===== config.mk =====
export PLATFORM = sky130hd
export DESIGN_NAME = filament_slot_command_decoder
export DESIGN_NICKNAME = d
export VERILOG_FILES = /design/src/sv/fscd_pkg.sv /design/src/sv/fscd_front.sv /design/src/sv/fscd_queue.sv /design/src/sv/fscd_back.sv /design/src/sv/filament_slot_command_decoder.sv
export VERILOG_INCLUDE_DIRS = /design/src /design/src/sv
export SDC_FILE = /design/constraint.sdc
export NUM_CORES = 1
export LEC_CHECK = 0
export ABC_AREA = 1
export ABC_CLOCK_PERIOD_IN_PS = 5400
export BUFFER_PORTS_ARGS = -buffer_cell sky130_fd_sc_hd__buf_4
export CORE_UTILIZATION = 45
export CTS_BUF_LIST = sky130_fd_sc_hd__clkbuf_8
export CTS_CLUSTER_SIZE = 25
export DETAILED_ROUTE_END_ITERATION = 6
export PLACE_DENSITY = 0.69
export SYNTH_ARGS = -nofsm -noshare
export SYNTH_HDL_FRONTEND = slang
export SYNTH_SLANG_ARGS = --single-unit
export TNS_END_PERCENT = 10

===== constraint.sdc =====
create_clock -name aclk -period 5.4 [get_ports aclk]
set_input_delay 1.08 -clock aclk [delete_from_list [all_inputs] [get_ports aclk]]
set_output_delay 1.08 -clock aclk [all_outputs]
set_load 0.05 [all_outputs]

===== src/sv/filament_slot_command_decoder_defines.svh =====
// Assertion macros shared by the decoder RTL.
// Depends on nothing; users provide aclk and aresetn in scope.
`ifndef FILAMENT_SLOT_COMMAND_DECODER_DEFINES_SVH
`define FILAMENT_SLOT_COMMAND_DECODER_DEFINES_SVH

// Condition must hold at every clock edge outside reset.
`define FSCD_ASSERT_ALWAYS(label, cond) \
    label: assert property (@(posedge aclk) disable iff (!aresetn) (cond)) \
        else $error("fscd: invariant violated");

// Consequent must hold in the cycle after the antecedent.
`define FSCD_ASSERT_NEXT(label, ante, cons) \
    label: assert property (@(posedge aclk) disable iff (!aresetn) (ante) |=> (cons)) \
        else $error("fscd: sequence violated");

`endif


===== src/sv/fscd_pkg.sv =====
// Package for the filament slot command decoder: field widths, command
// colors, decoded command codes and the queue entry type. No dependencies.
`timescale 1ns / 1ps
`default_nettype none

package fscd_pkg;

    localparam int SLOTS         = 4;
    localparam int CHANNEL_CODES = 16;
    localparam int SLOT_W        = $clog2(SLOTS);
    localparam int TARGET_W      = 4;
    localparam int UNIT_W        = 2;
    localparam int CHAN_W        = 2;
    localparam int OP_W          = 2;
    localparam int NAME_W        = 64;
    localparam int COLOR_W       = 32;

    localparam int S_DATA_W = 104;
    localparam int M_DATA_W = 32;

    // Decode queue depth and its pointer and count widths
    localparam int QDEPTH = 2;
    localparam int QPTR_W = $clog2(QDEPTH);
    localparam int QCNT_W = $clog2(QDEPTH + 1);

    // Operation codes on s_tuser
    localparam logic [OP_W-1:0] OP_MSG    = 2'd0;
    localparam logic [OP_W-1:0] OP_SELECT = 2'd1;
    localparam logic [OP_W-1:0] OP_CLEAR  = 2'd2;

    // Command name "TPU-AMS" plus a zero byte, and command colors
    localparam logic [NAME_W-1:0]  CMD_NAME   = 64'h5450_552D_414D_5300;
    localparam logic [COLOR_W-1:0] COL_SLOT0  = 32'hAF79_33FF;
    localparam logic [COLOR_W-1:0] COL_SLOT1  = 32'h8989_89FF;
    localparam logic [COLOR_W-1:0] COL_SLOT2  = 32'hBCBC_BCFF;
    localparam logic [COLOR_W-1:0] COL_SLOT3  = 32'h1616_16FF;
    localparam logic [15:0]        COL_DIRECT_HI = 16'h4061;
    localparam logic [COLOR_W-1:0] COL_AUTO   = 32'hD3C5_A3FF;
    localparam logic [COLOR_W-1:0] COL_CLAIM  = 32'hFFFF_FFFF;
    localparam logic [COLOR_W-1:0] COL_RESET  = 32'hFFF1_44FF;

    // Decoded command kinds
    typedef enum logic [3:0] {
        CMD_PASS,
        CMD_SLOT,
        CMD_DIRECT,
        CMD_AUTO,
        CMD_CLAIM,
        CMD_RESET,
        CMD_SWITCH,
        CMD_SELECT,
        CMD_CLEAR,
        CMD_NOP
    } cmd_t;

    // One decoded item as it waits in the queue
    typedef struct packed {
        cmd_t                cmd;
        logic [SLOT_W-1:0]   slot;
        logic [CHAN_W-1:0]   channel;
        logic [UNIT_W-1:0]   unit;
        logic [TARGET_W-1:0] code;
        logic                code_ok;
        logic                clr_save;
        logic                clr_delay;
        logic                clr_pullcheck;
    } entry_t;

    // Queue status seen by both sides
    typedef struct packed {
        logic valid;
        logic full;
    } qstat_t;

endpackage

`default_nettype wire


===== src/sv/fscd_front.sv =====
// Front end: takes input items and decodes them into queue entries.
// Depends on fscd_pkg.
`timescale 1ns / 1ps
`default_nettype none

module fscd_front import fscd_pkg::*; (
    input  wire logic                s_tvalid,
    output logic                     s_tready,
    // tdata: name_bytes[63:0], color[95:64], channel[97:96], unit[99:98],
    //        clear_save[100], clear_delay[101], clear_pullcheck[102], pad[103]
    input  wire logic [S_DATA_W-1:0] s_tdata,
    // tuser: operation[1:0]
    input  wire logic [OP_W-1:0]     s_tuser,
    input  wire qstat_t              q_stat,
    output logic                     push,
    output entry_t                   entry
);

    logic [NAME_W-1:0]  name_bytes;
    logic [COLOR_W-1:0] color;

    assign name_bytes = s_tdata[63:0];
    assign color      = s_tdata[95:64];

    assign s_tready = !q_stat.full;
    assign push     = s_tvalid && !q_stat.full;

    // Classify the item
    always_comb begin
        entry               = '0;
        entry.cmd           = CMD_NOP;
        entry.channel       = s_tdata[97:96];
        entry.unit          = s_tdata[99:98];
        entry.clr_save      = s_tdata[100];
        entry.clr_delay     = s_tdata[101];
        entry.clr_pullcheck = s_tdata[102];
        entry.code          = color[8 +: TARGET_W];
        entry.code_ok       = color[15:8] < 8'(CHANNEL_CODES);
        unique case (s_tuser)
            OP_MSG: begin
                if (name_bytes != CMD_NAME) begin
                    entry.cmd = CMD_PASS;
                end else if (color == COL_SLOT0) begin
                    entry.cmd  = CMD_SLOT;
                    entry.slot = SLOT_W'(0);
                end else if (color == COL_SLOT1) begin
                    entry.cmd  = CMD_SLOT;
                    entry.slot = SLOT_W'(1);
                end else if (color == COL_SLOT2) begin
                    entry.cmd  = CMD_SLOT;
                    entry.slot = SLOT_W'(2);
                end else if (color == COL_SLOT3) begin
                    entry.cmd  = CMD_SLOT;
                    entry.slot = SLOT_W'(3);
                end else if (color[31:16] == COL_DIRECT_HI) begin
                    entry.cmd = CMD_DIRECT;
                end else if (color == COL_AUTO) begin
                    entry.cmd = CMD_AUTO;
                end else if (color == COL_CLAIM) begin
                    // unit comparison happens in the back end
                    entry.cmd = CMD_CLAIM;
                end else if (color == COL_RESET) begin
                    entry.cmd = CMD_RESET;
                end else begin
                    entry.cmd = CMD_SWITCH;
                end
            end
            OP_SELECT: entry.cmd = CMD_SELECT;
            OP_CLEAR:  entry.cmd = CMD_CLEAR;
            default:   entry.cmd = CMD_NOP;
        endcase
    end

endmodule

`default_nettype wire


===== src/sv/fscd_queue.sv =====
// Two-entry queue of decoded items between front and back end.
// Depends on fscd_pkg.
`timescale 1ns / 1ps
`default_nettype none

module fscd_queue import fscd_pkg::*; (
    input  wire logic   aclk,
    input  wire logic   aresetn,
    input  wire logic   push,
    input  wire entry_t push_entry,
    input  wire logic   pop,
    output entry_t      head,
    output qstat_t      q_stat
);

    entry_t              entries_reg [QDEPTH];
    logic [QPTR_W-1:0]   wr_ptr_reg, wr_ptr_next;
    logic [QPTR_W-1:0]   rd_ptr_reg, rd_ptr_next;
    logic [QCNT_W-1:0]   count_reg, count_next;
    logic                do_push, do_pop;

    assign q_stat.valid = (count_reg != '0);
    assign q_stat.full  = (count_reg == QCNT_W'(QDEPTH));
    assign head         = entries_reg[rd_ptr_reg];

    assign do_push = push && !q_stat.full;
    assign do_pop  = pop && q_stat.valid;

    // Pointer and count update
    always_comb begin
        wr_ptr_next = wr_ptr_reg;
        rd_ptr_next = rd_ptr_reg;
        count_next  = count_reg;
        if (do_push) begin
            wr_ptr_next = (wr_ptr_reg == QPTR_W'(QDEPTH - 1)) ? '0 : wr_ptr_reg + 1'b1;
        end
        if (do_pop) begin
            rd_ptr_next = (rd_ptr_reg == QPTR_W'(QDEPTH - 1)) ? '0 : rd_ptr_reg + 1'b1;
        end
        if (do_push && !do_pop) begin
            count_next = count_reg + 1'b1;
        end else if (do_pop && !do_push) begin
            count_next = count_reg - 1'b1;
        end
    end

    always_ff @(posedge aclk) begin
        if (!aresetn) begin
            wr_ptr_reg <= '0;
            rd_ptr_reg <= '0;
            count_reg  <= '0;
        end else begin
            wr_ptr_reg <= wr_ptr_next;
            rd_ptr_reg <= rd_ptr_next;
            count_reg  <= count_next;
        end
    end

    // Entry storage, no reset
    always_ff @(posedge aclk) begin
        if (do_push) begin
            entries_reg[wr_ptr_reg] <= push_entry;
        end
    end

endmodule

`default_nettype wire


===== src/sv/fscd_back.sv =====
// Back end: applies decoded commands to the slot map, unit numbers and
// flags, and holds the result in an output register. Depends on fscd_pkg.
`timescale 1ns / 1ps
`default_nettype none

module fscd_back import fscd_pkg::*; (
    input  wire logic                aclk,
    input  wire logic                aresetn,
    input  wire qstat_t              q_stat,
    input  wire entry_t              head,
    output logic                     pop,
    output logic                     m_tvalid,
    input  wire logic                m_tready,
    // tdata: accepted[0], slot0_target[4:1], slot1_target[8:5],
    //        slot2_target[12:9], slot3_target[16:13], own_unit[18:17],
    //        current_unit[20:19], save_pending[21], delay_pending[22],
    //        auto_ready[23], long_pull[24], pull_check_flag[25], pad[31:26]
    output logic [M_DATA_W-1:0]      m_tdata
);

    logic [TARGET_W-1:0] slot_map_reg [SLOTS];
    logic [TARGET_W-1:0] slot_map_next [SLOTS];
    logic [UNIT_W-1:0]   own_unit_reg, own_unit_next;
    logic [UNIT_W-1:0]   cur_unit_reg, cur_unit_next;
    logic                save_reg, save_next;
    logic                delay_reg, delay_next;
    logic                auto_reg, auto_next;
    logic                longpull_reg, longpull_next;
    logic                pullcheck_reg, pullcheck_next;
    logic                accepted;
    logic                units_equal;
    logic                m_tvalid_reg;
    logic [M_DATA_W-1:0] m_tdata_reg, m_tdata_next;

    assign pop         = q_stat.valid && (!m_tvalid_reg || m_tready);
    assign units_equal = (own_unit_reg == cur_unit_reg);

    // Command execution
    always_comb begin
        for (int k = 0; k < SLOTS; k++) begin
            slot_map_next[k] = slot_map_reg[k];
        end
        own_unit_next  = own_unit_reg;
        cur_unit_next  = cur_unit_reg;
        save_next      = save_reg;
        delay_next     = delay_reg;
        auto_next      = auto_reg;
        longpull_next  = longpull_reg;
        pullcheck_next = pullcheck_reg;
        accepted       = 1'b0;
        unique case (head.cmd) inside
            CMD_PASS: accepted = units_equal;
            CMD_SLOT: begin
                slot_map_next[head.slot] = {cur_unit_reg, head.channel};
                save_next = 1'b1;
            end
            CMD_DIRECT: begin
                if (head.code_ok) begin
                    slot_map_next[SLOT_W'(head.channel)] = head.code;
                end
                longpull_next  = 1'b1;
                pullcheck_next = 1'b1;
                save_next      = 1'b1;
            end
            CMD_AUTO: begin
                auto_next = 1'b1;
                save_next = 1'b1;
            end
            CMD_CLAIM: begin
                // only this unit may take a new number
                if (units_equal) begin
                    own_unit_next = head.channel;
                    longpull_next = 1'b0;
                end
                save_next = 1'b1;
            end
            CMD_RESET, CMD_SWITCH: begin
                if (head.cmd == CMD_RESET) begin
                    for (int k = 0; k < SLOTS; k++) begin
                        slot_map_next[k] = {head.channel, SLOT_W'(k)};
                    end
                end
                cur_unit_next  = head.channel;
                delay_next     = 1'b1;
                auto_next      = 1'b0;
                longpull_next  = 1'b1;
                pullcheck_next = 1'b1;
                save_next      = 1'b1;
            end
            CMD_SELECT: cur_unit_next = head.unit;
            CMD_CLEAR: begin
                if (head.clr_save)      save_next      = 1'b0;
                if (head.clr_delay)     delay_next     = 1'b0;
                if (head.clr_pullcheck) pullcheck_next = 1'b0;
            end
            default: ;
        endcase
    end

    // Result word from the updated state
    always_comb begin
        m_tdata_next        = '0;
        m_tdata_next[0]     = accepted;
        for (int k = 0; k < SLOTS; k++) begin
            m_tdata_next[1 + k*TARGET_W +: TARGET_W] = slot_map_next[k];
        end
        m_tdata_next[18:17] = own_unit_next;
        m_tdata_next[20:19] = cur_unit_next;
        m_tdata_next[21]    = save_next;
        m_tdata_next[22]    = delay_next;
        m_tdata_next[23]    = auto_next;
        m_tdata_next[24]    = longpull_next;
        m_tdata_next[25]    = pullcheck_next;
    end

    // State registers
    always_ff @(posedge aclk) begin
        if (!aresetn) begin
            for (int k = 0; k < SLOTS; k++) begin
                slot_map_reg[k] <= TARGET_W'(k);
            end
            own_unit_reg  <= '0;
            cur_unit_reg  <= '0;
            save_reg      <= 1'b0;
            delay_reg     <= 1'b0;
            auto_reg      <= 1'b0;
            longpull_reg  <= 1'b0;
            pullcheck_reg <= 1'b0;
            m_tvalid_reg  <= 1'b0;
        end else begin
            if (pop) begin
                for (int k = 0; k < SLOTS; k++) begin
                    slot_map_reg[k] <= slot_map_next[k];
                end
                own_unit_reg  <= own_unit_next;
                cur_unit_reg  <= cur_unit_next;
                save_reg      <= save_next;
                delay_reg     <= delay_next;
                auto_reg      <= auto_next;
                longpull_reg  <= longpull_next;
                pullcheck_reg <= pullcheck_next;
                m_tvalid_reg  <= 1'b1;
            end else if (m_tready) begin
                m_tvalid_reg  <= 1'b0;
            end
        end
    end

    // Output payload, no reset
    always_ff @(posedge aclk) begin
        if (pop) begin
            m_tdata_reg <= m_tdata_next;
        end
    end

    assign m_tvalid = m_tvalid_reg;
    assign m_tdata  = m_tdata_reg;

endmodule

`default_nettype wire


===== src/sv/filament_slot_command_decoder.sv =====
// An accepted item is written into the queue; the back end applies it when it pops
// and holds its result in the output register until m_tready takes it.
// Throughput: one item per cycle while m_tready is high. A held result stalls
// the back end; the two-entry queue fills, then s_tready drops.
// Reset (aresetn low, synchronous): slot map 0,1,2,3, own and current unit
// 0, all flags clear, queue empty, no result pending.
`timescale 1ns / 1ps
`default_nettype none
`include "filament_slot_command_decoder_defines.svh"

module filament_slot_command_decoder import fscd_pkg::*; (
    input  wire logic                aclk,
    input  wire logic                aresetn,
    input  wire logic                s_tvalid,
    output logic                     s_tready,
    // tdata: name_bytes[63:0], color[95:64], channel[97:96], unit[99:98],
    //        clear_save[100], clear_delay[101], clear_pullcheck[102], pad[103]
    input  wire logic [S_DATA_W-1:0] s_tdata,
    // tuser: operation[1:0]
    input  wire logic [OP_W-1:0]     s_tuser,
    output logic                     m_tvalid,
    input  wire logic                m_tready,
    // tdata: accepted[0], slot0_target[4:1], slot1_target[8:5],
    //        slot2_target[12:9], slot3_target[16:13], own_unit[18:17],
    //        current_unit[20:19], save_pending[21], delay_pending[22],
    //        auto_ready[23], long_pull[24], pull_check_flag[25], pad[31:26]
    output logic [M_DATA_W-1:0]      m_tdata
);

    qstat_t q_stat;
    entry_t push_entry;
    entry_t head;
    logic   push;
    logic   pop;

    fscd_front u_front (
        .s_tvalid (s_tvalid),
        .s_tready (s_tready),
        .s_tdata  (s_tdata),
        .s_tuser  (s_tuser),
        .q_stat   (q_stat),
        .push     (push),
        .entry    (push_entry)
    );

    fscd_queue u_queue (
        .aclk       (aclk),
        .aresetn    (aresetn),
        .push       (push),
        .push_entry (push_entry),
        .pop        (pop),
        .head       (head),
        .q_stat     (q_stat)
    );

    fscd_back u_back (
        .aclk     (aclk),
        .aresetn  (aresetn),
        .q_stat   (q_stat),
        .head     (head),
        .pop      (pop),
        .m_tvalid (m_tvalid),
        .m_tready (m_tready),
        .m_tdata  (m_tdata)
    );

    // An accepted message only ever reports matching unit numbers
    `FSCD_ASSERT_ALWAYS(a_acc_units, !(m_tvalid && m_tdata[0]) || m_tdata[18:17] == m_tdata[20:19])
    // Front stalls only on a full queue, and a full queue is never empty
    `FSCD_ASSERT_ALWAYS(a_stall_full, s_tready || (q_stat.full && q_stat.valid))
    // A popped item always produces a result next cycle
    `FSCD_ASSERT_NEXT(a_pop_result, pop, m_tvalid)

endmodule

`default_nettype wire


==> results.py, run 1 <==
metrics = {
    "die": {
        "die_h_um": 119,
        "ios": 144,
        "coreArea_um2": 13300,
        "die_w_um": 119,
        "die_area_um2": 14100,
        "initial_core_util_pct": 46.2,
        "fp-row-count": 42,
    },
    "clocking": {
        "numCtsBuffers": 9,
        "cts.htree.levels": 3,
        "cts-root-buf": "clkbuf_8",
        "cts_resized": 0,
        "cts_tree": "yes",
        "post_cts_buffers": 0,
        "clk_pin_slew_worst_paths_ns": 0.10,
        "clock_latency_ns": 0.38,
        "cts.sinks": 93,
        "cts_buffer_depth": 2,
        "holdBufCountCts": 0,
    },
    "hold_path": {
        "hold_path.class": "reg -> reg",
        "holdCritStartpoint": "u_back.delay_reg",
    },
    "placed_design": {
        "dp.cells": 1150,
        "numPortBuffers": 136,
        "finalWeightedCongestion": 0.940,
        "dp_hpwl_mm": 12.2,
    },
    "setup_path": {
        "crit_type": "in -> reg",
        "cp-start-kind": "input port",
        "endpoint_kind": "flip-flop",
        "path_cells": "buf_4 > nor2_1 > a21oi_2 > buf_4 > nor2_1 > inv_1",
        "worstSetupStartpoint": "m_tready",
        "crit_slowest_cell": "inv_1",
        "cp.arrival_ns": 2.59,
        "cp_slowest_stage_delay_ns": 0.52,
        "crit_end": "u_back.slot_map_reg[1][3]",
        "cp.required_ns": 5.39,
        "reg2reg_slack_ns": 3.11,
        "crit_path_max_fanout": 29,
        "r2r-end": "u_back.slot_map_reg[1][1]",
        "reg2reg_depth": 11,
    },
    "synth": {
        "synth_top_cell_by_area": "edfxtp_1",
        "async_flop_share_pct": 0,
        "synthCells": 845,
        "yosys_warnings": 0,
        "yosys-top-cells-count": "216 x nand2_1, 152 x nor2_1, 116 x inv_1",
        "netlist_area_um2": 6150,
        "ys_seq_area_share_pct": 43.0,
        "synth-seq-cells": 93,
        "synth_top_flop_cell": "edfxtp_1",
        "yosysUniqueCellTypes": 40,
        "synth_area_leaders": "edfxtp_1 38%, nand2_1 13%, nor2_1 9.3%",
        "synth_area_per_cell_um2": 7.27,
        "yosys.cell_count.top_type": "nand2_1",
        "yosysTopAreaCellShare_pct": 38.1,
        "synth_edf_count": 78,
    },
    "timing": {
        "post-route-period-util_pct": 48.2,
        "final-setup-viol-count": 0,
        "finalClockSkew_ns": 0.0118,
        "hold_viol_final": 0,
        "min_period_ns": 2.61,
        "max_freq_mhz": 384,
        "tightest_slew_ns": 0.832,
        "finalSetupTns_ns": 0,
        "drv_slew": 0,
        "slew_headroom_pct": 44.4,
        "rsz0062_at_grt": "no",
    },
    "final_layout": {
        "syn2layout_area_growth_pct": 21.7,
        "post-route-util_pct": 56.3,
        "final_net_count": 1096,
        "fin_cells": 1166,
        "antenna_cells": 0,
        "largest_reg_flops": 36,
        "drive_gt1_share_pct": 21.5,
    },
    "global_route": {
        "grt_overflow": 0,
        "grt_pass1_vias": 5474,
        "grt_antenna_before_repair": 0,
        "grt_pass1_wl_mm": 25.8,
        "grt_max_degree": 30,
        "grt_use_total_pct": 23.1,
    },
    "route": {
        "vias": 5854,
        "post_drt_wl_per_cell_um": 13.3,
        "drtIter0Drc": 399,
        "vias_per_cell": 5.02,
        "drc": 0,
        "ant_nets": 0,
        "wl_mm": 15.5,
        "drtPass1Iterations": 6,
    },
    "run": {
        "maxCapViolCount": 0,
    },
    "power_and_ir_drop": {
        "p_leak_nw": 3.50,
        "max-vdd-ir-drop_mv": 0.179,
        "cellPowerDensity_nw_per_um2": 466,
    },
    "outcome": {
        "status": "finished clean",
    },
}
==> through the flow <==
stage                     worst slack (ns)  cell area, um^2  total power [W]  hold slack [ns]
after floorplan                       1.65             6160          0.00260            0.420
after global placement                2.42             7290          0.00303            0.432
after detailed placement              2.39             7290          0.00306            0.437
after CTS                             2.79             7480          0.00350            0.458
after global routing                  2.62             7480          0.00373            0.479
final                                 2.79             7480          0.00348            0.459
==> report_power, final <==
part           switching (W)  internal (W)  total, W  leakage [nW]
clock               0.000269      0.000178  0.000447        0.0907
sequential         0.0000754       0.00110   0.00117         0.875
combinational        0.00134      0.000523   0.00186          2.54
total                0.00168       0.00180   0.00348          3.50
==> placed cells by master, fill, tap and decap left out, types with 2 or more instances in the layout <==
cell type,Yosys,final
nand2_1,216,216
nor2_1,152,152
buf_4,7,141
inv_1,116,116
nand3_1,83,83
edfxtp_1,78,78
o21ai_0,22,22
nand4_1,21,21
nor2_2,20,20
nor3_1,16,16
dfxtp_1,15,15
a21oi_1,14,13
o211ai_1,13,13
clkbuf_8,0,9
nand2_2,7,7
inv_2,6,6
nor4_1,6,6
nand3b_1,6,6
nand2_4,6,6
nor2_4,6,6
conb_1,1,6
mux2i_1,3,3
inv_6,0,3
or2_2,2,2
o22ai_1,2,2
o21ai_2,2,2
o21ai_1,2,2
a21oi_2,1,2
xor2_1,2,2
or2_1,2,2
clkinvlp_4,0,2
inv_8,0,2
==> routing by layer <==
| layer | vias to the layer above | wire length, um | global-route usage (%) |
|---|---|---|---|
| met1 | 2594 | 6430 | 27.6 |
| met5 | - | 0 | 0 |
| met2 | 226 | 7580 | 40.4 |
| met4 | 0 | 477 | 9.34 |
| met3 | 33 | 974 | 4.60 |
| li1 | 3001 | - | - |
==> area by class of cell <==
type                            count  area, um^2
Tap cell                          176         220
Inverter                          124         468
Fill cell                        1319        5810
Clock inverter                      7        63.8
Timing Repair Buffer              141        1060
Clock buffer                        9         124
Sequential cell                    93        2640
Multi-Input combinational cell    616        2900
==> critical path: cells and delay by family <==
family	cells	cell delay, ns
buffers and inverters	3	0.87
AND/OR/NAND/NOR	2	0.58
AO/OA/AOI/OAI	1	0.04
==> worst min-delay path by stage <==
stage	slack, ns	cells past startpoint	to
after floorplan	0.42	2	u_back.delay_reg
after global placement	0.43	2	u_back.delay_reg
after detailed placement	0.44	2	u_back.save_reg
after CTS	0.46	2	u_back.save_reg
after global routing	0.48	2	u_back.delay_reg
final	0.46	2	u_back.delay_reg
==> cell families after synthesis <==
kind of cell	Yosys count	synth area share, %
muxes	3	0.489
buffers and inverters	141	10.1
DFF	93	43.0
adders and majority gates	1	0.204
and+or+nand+nor	547	40.3
other	1	0.0610
AOI/OAI and AO/OA	57	5.58
xor gates and xnor gates	2	0.285
Power figures use the tool's default switching activity.
==> run 2, diff against run 1 <==
Settings changed: ABC_CLOCK_PERIOD_IN_PS 5400 to 2250, PLACE_DENSITY 0.69 to 0.71.
Clock period 5.4 ns to 2.25 ns, I/O delays scaled along.
==> run 2 against run 1 <==
  * First-iteration DRC count grew 7.3%
  * Sequential cell count is the same
  * Count of clock-buffer cells in the layout grew 1
  * Via count is essentially flat
  * Routed wire length shrank 1.8%
  * Global-route usage shrank 0.89 points
  * Core utilization grew 1.1 points
  * Combinational power grew 150%
  * Total power grew 150%
  * Sequential share of layout area shrank 0.67 points
==> results.py, run 2 (same netlist as run 1, synthesis figures left out) <==
metrics = {
    "timing": {
        "layout_setup_ws_ns": 0.225,
        "hold_viol_final": 0,
        "min_period_ns": 2.03,
        "tightest_slew_ns": 0.524,
        "max_freq_mhz": 494,
        "finalSetupTns_ns": 0,
        "post-route-period-util_pct": 90.0,
        "slew_headroom_pct": 65.1,
        "rsz0062_at_grt": "no",
        "drv_slew": 0,
        "finalClockSkew_ns": 0.00914,
        "final-setup-viol-count": 0,
    },
    "clocking": {
        "cts_tree": "yes",
        "cts.htree.levels": 3,
        "clock_latency_ns": 0.37,
        "cts.sinks": 93,
        "cts_buffer_depth": 2,
        "holdBufCountCts": 0,
        "cts-root-buf": "clkbuf_8",
        "numCtsBuffers": 9,
        "clk_pin_slew_worst_paths_ns": 0.09,
    },
    "die": {
        "coreArea_um2": 13300,
        "die_h_um": 119,
        "die_area_um2": 14100,
        "initial_core_util_pct": 46.2,
        "fp-row-count": 42,
        "ios": 144,
        "die_w_um": 119,
    },
    "power_and_ir_drop": {
        "max-vdd-ir-drop_mv": 0.479,
        "p_leak_nw": 3.58,
        "cellPowerDensity_nw_per_um2": 1130,
    },
    "global_route": {
        "grt_pass1_vias": 5254,
        "grt_overflow": 0,
        "grt_max_degree": 28,
        "grt_pass1_wl_mm": 24.9,
        "grt_antenna_before_repair": 0,
        "grt_use_total_pct": 22.2,
    },
    "placed_design": {
        "post-place-ws_ns": 0.0817,
        "dp_hpwl_mm": 12.1,
        "finalWeightedCongestion": 0.992,
        "numPortBuffers": 136,
    },
    "run": {
        "maxCapViolCount": 0,
    },
    "final_layout": {
        "syn2layout_area_growth_pct": 24.1,
        "final_net_count": 1107,
        "drive_gt1_share_pct": 22.3,
        "mostFrequentLayoutCells": "216 x nand2_1, 152 x nor2_1, 151 x buf_4",
        "layout_commonest_cell": "nand2_1",
        "largest_reg_flops": 36,
        "antenna_cells": 0,
    },
    "setup_path": {
        "crit_path_max_fanout": 12,
        "cp_slowest_stage_delay_ns": 0.39,
        "crit_type": "reg -> reg",
        "r2r-end": "u_back.slot_map_reg[3][3]",
        "cp-start-kind": "flip-flop",
        "path_cells": "buf_4 > o21ai_1 > nand2_4 > nor2_4 > nor2_8 > nand3_4 > nor2_1 > nor2_1 > nor2_1",
        "crit_slowest_cell": "dfxtp_1",
        "cp.arrival_ns": 2.15,
        "reg2reg_slack_ns": 0.22,
        "reg2reg_depth": 9,
        "crit_top_cell": "nor2_1",
        "cp.required_ns": 2.38,
        "endpoint_kind": "flip-flop",
    },
    "outcome": {
        "status": "finished clean",
    },
    "route": {
        "vias": 5855,
        "ant_nets": 0,
        "wl_mm": 15.2,
        "drtIter0Drc": 428,
        "drc": 0,
        "vias_per_cell": 4.97,
        "post_drt_wl_per_cell_um": 12.9,
        "drtPass1Iterations": 5,
    },
    "hold_path": {
        "hold_path.class": "in -> reg",
        "min_path_cells": 1,
        "holdCritStartpoint": "s_tdata[100]",
        "min_to": "u_queue.entries_reg[0][2]",
    },
}
## run 2: through the flow
stage	area, um^2	cells	total power [W]	hold slack [ns]	utilization [%]
after floorplan	6180	850	0.00625	0.420	-
after global placement	7400	1161	0.00739	0.429	55.6
after detailed placement	7400	1161	0.00745	0.438	55.6
after CTS	7620	1177	0.00867	0.244	57.3
after global routing	7630	1177	0.00922	0.237	57.4
final	7630	1177	0.00864	0.259	57.4
## run 2: worst max-delay path by stage
stage	cells after the start	to	startpoint
detailed placement	8	u_back.slot_map_reg[0][2]	flip-flop
floorplan	5	u_back.slot_map_reg[0][0]	u_back.m_tvalid
global placement	8	u_back.slot_map_reg[3][0]	flip-flop
global route	10	u_back.m_tdata[9]	flip-flop
CTS	8	u_back.slot_map_reg[0][2]	flip-flop
finish	9	u_back.slot_map_reg[3][3]	flip-flop
## run 2: per-layer routing
metal,GRT usage [%],wire length [um],up-vias
li1,-,-,3029
met1,27.7,6480,2587
met2,38.4,7490,209
met3,3.59,855,30
met4,8.54,359,0
met5,0,0,-
## run 2: power by group
group	internal (W)	switching [W]	total (W)
Combinational	0.00137	0.00321	0.00458
Clock	0.000655	0.000572	0.00123
Sequential	0.00263	0.000198	0.00283
Total	0.00466	0.00398	0.00864
## run 2: repair_timing
| item | 4_1_cts | 5_1_grt |
|---|---|---|
| gates resized for setup | 0 | 1 |
| endpoints found under the setup margin | 0 | 18 |
| buffers inserted | 0 | 0 |
## run 2: final cells by class
type | count | area, um^2
clock buffers | 10 | 138
well taps | 176 | 220
clock inverters | 6 | 87.6
repair buffers | 152 | 1150
inverters | 124 | 468
fillers | 1309 | 5670
flip-flops and latches | 93 | 2640
multi-input cells | 616 | 2920
## run 2: worst max-delay path, delay by kind of cell, from the launching register on
kind                   cells  cell delay [ns]
and+or+nand+nor            7             0.88
DFF                        1             0.39
AOI/OAI and AO/OA          1             0.29
buffers and inverters      1             0.21
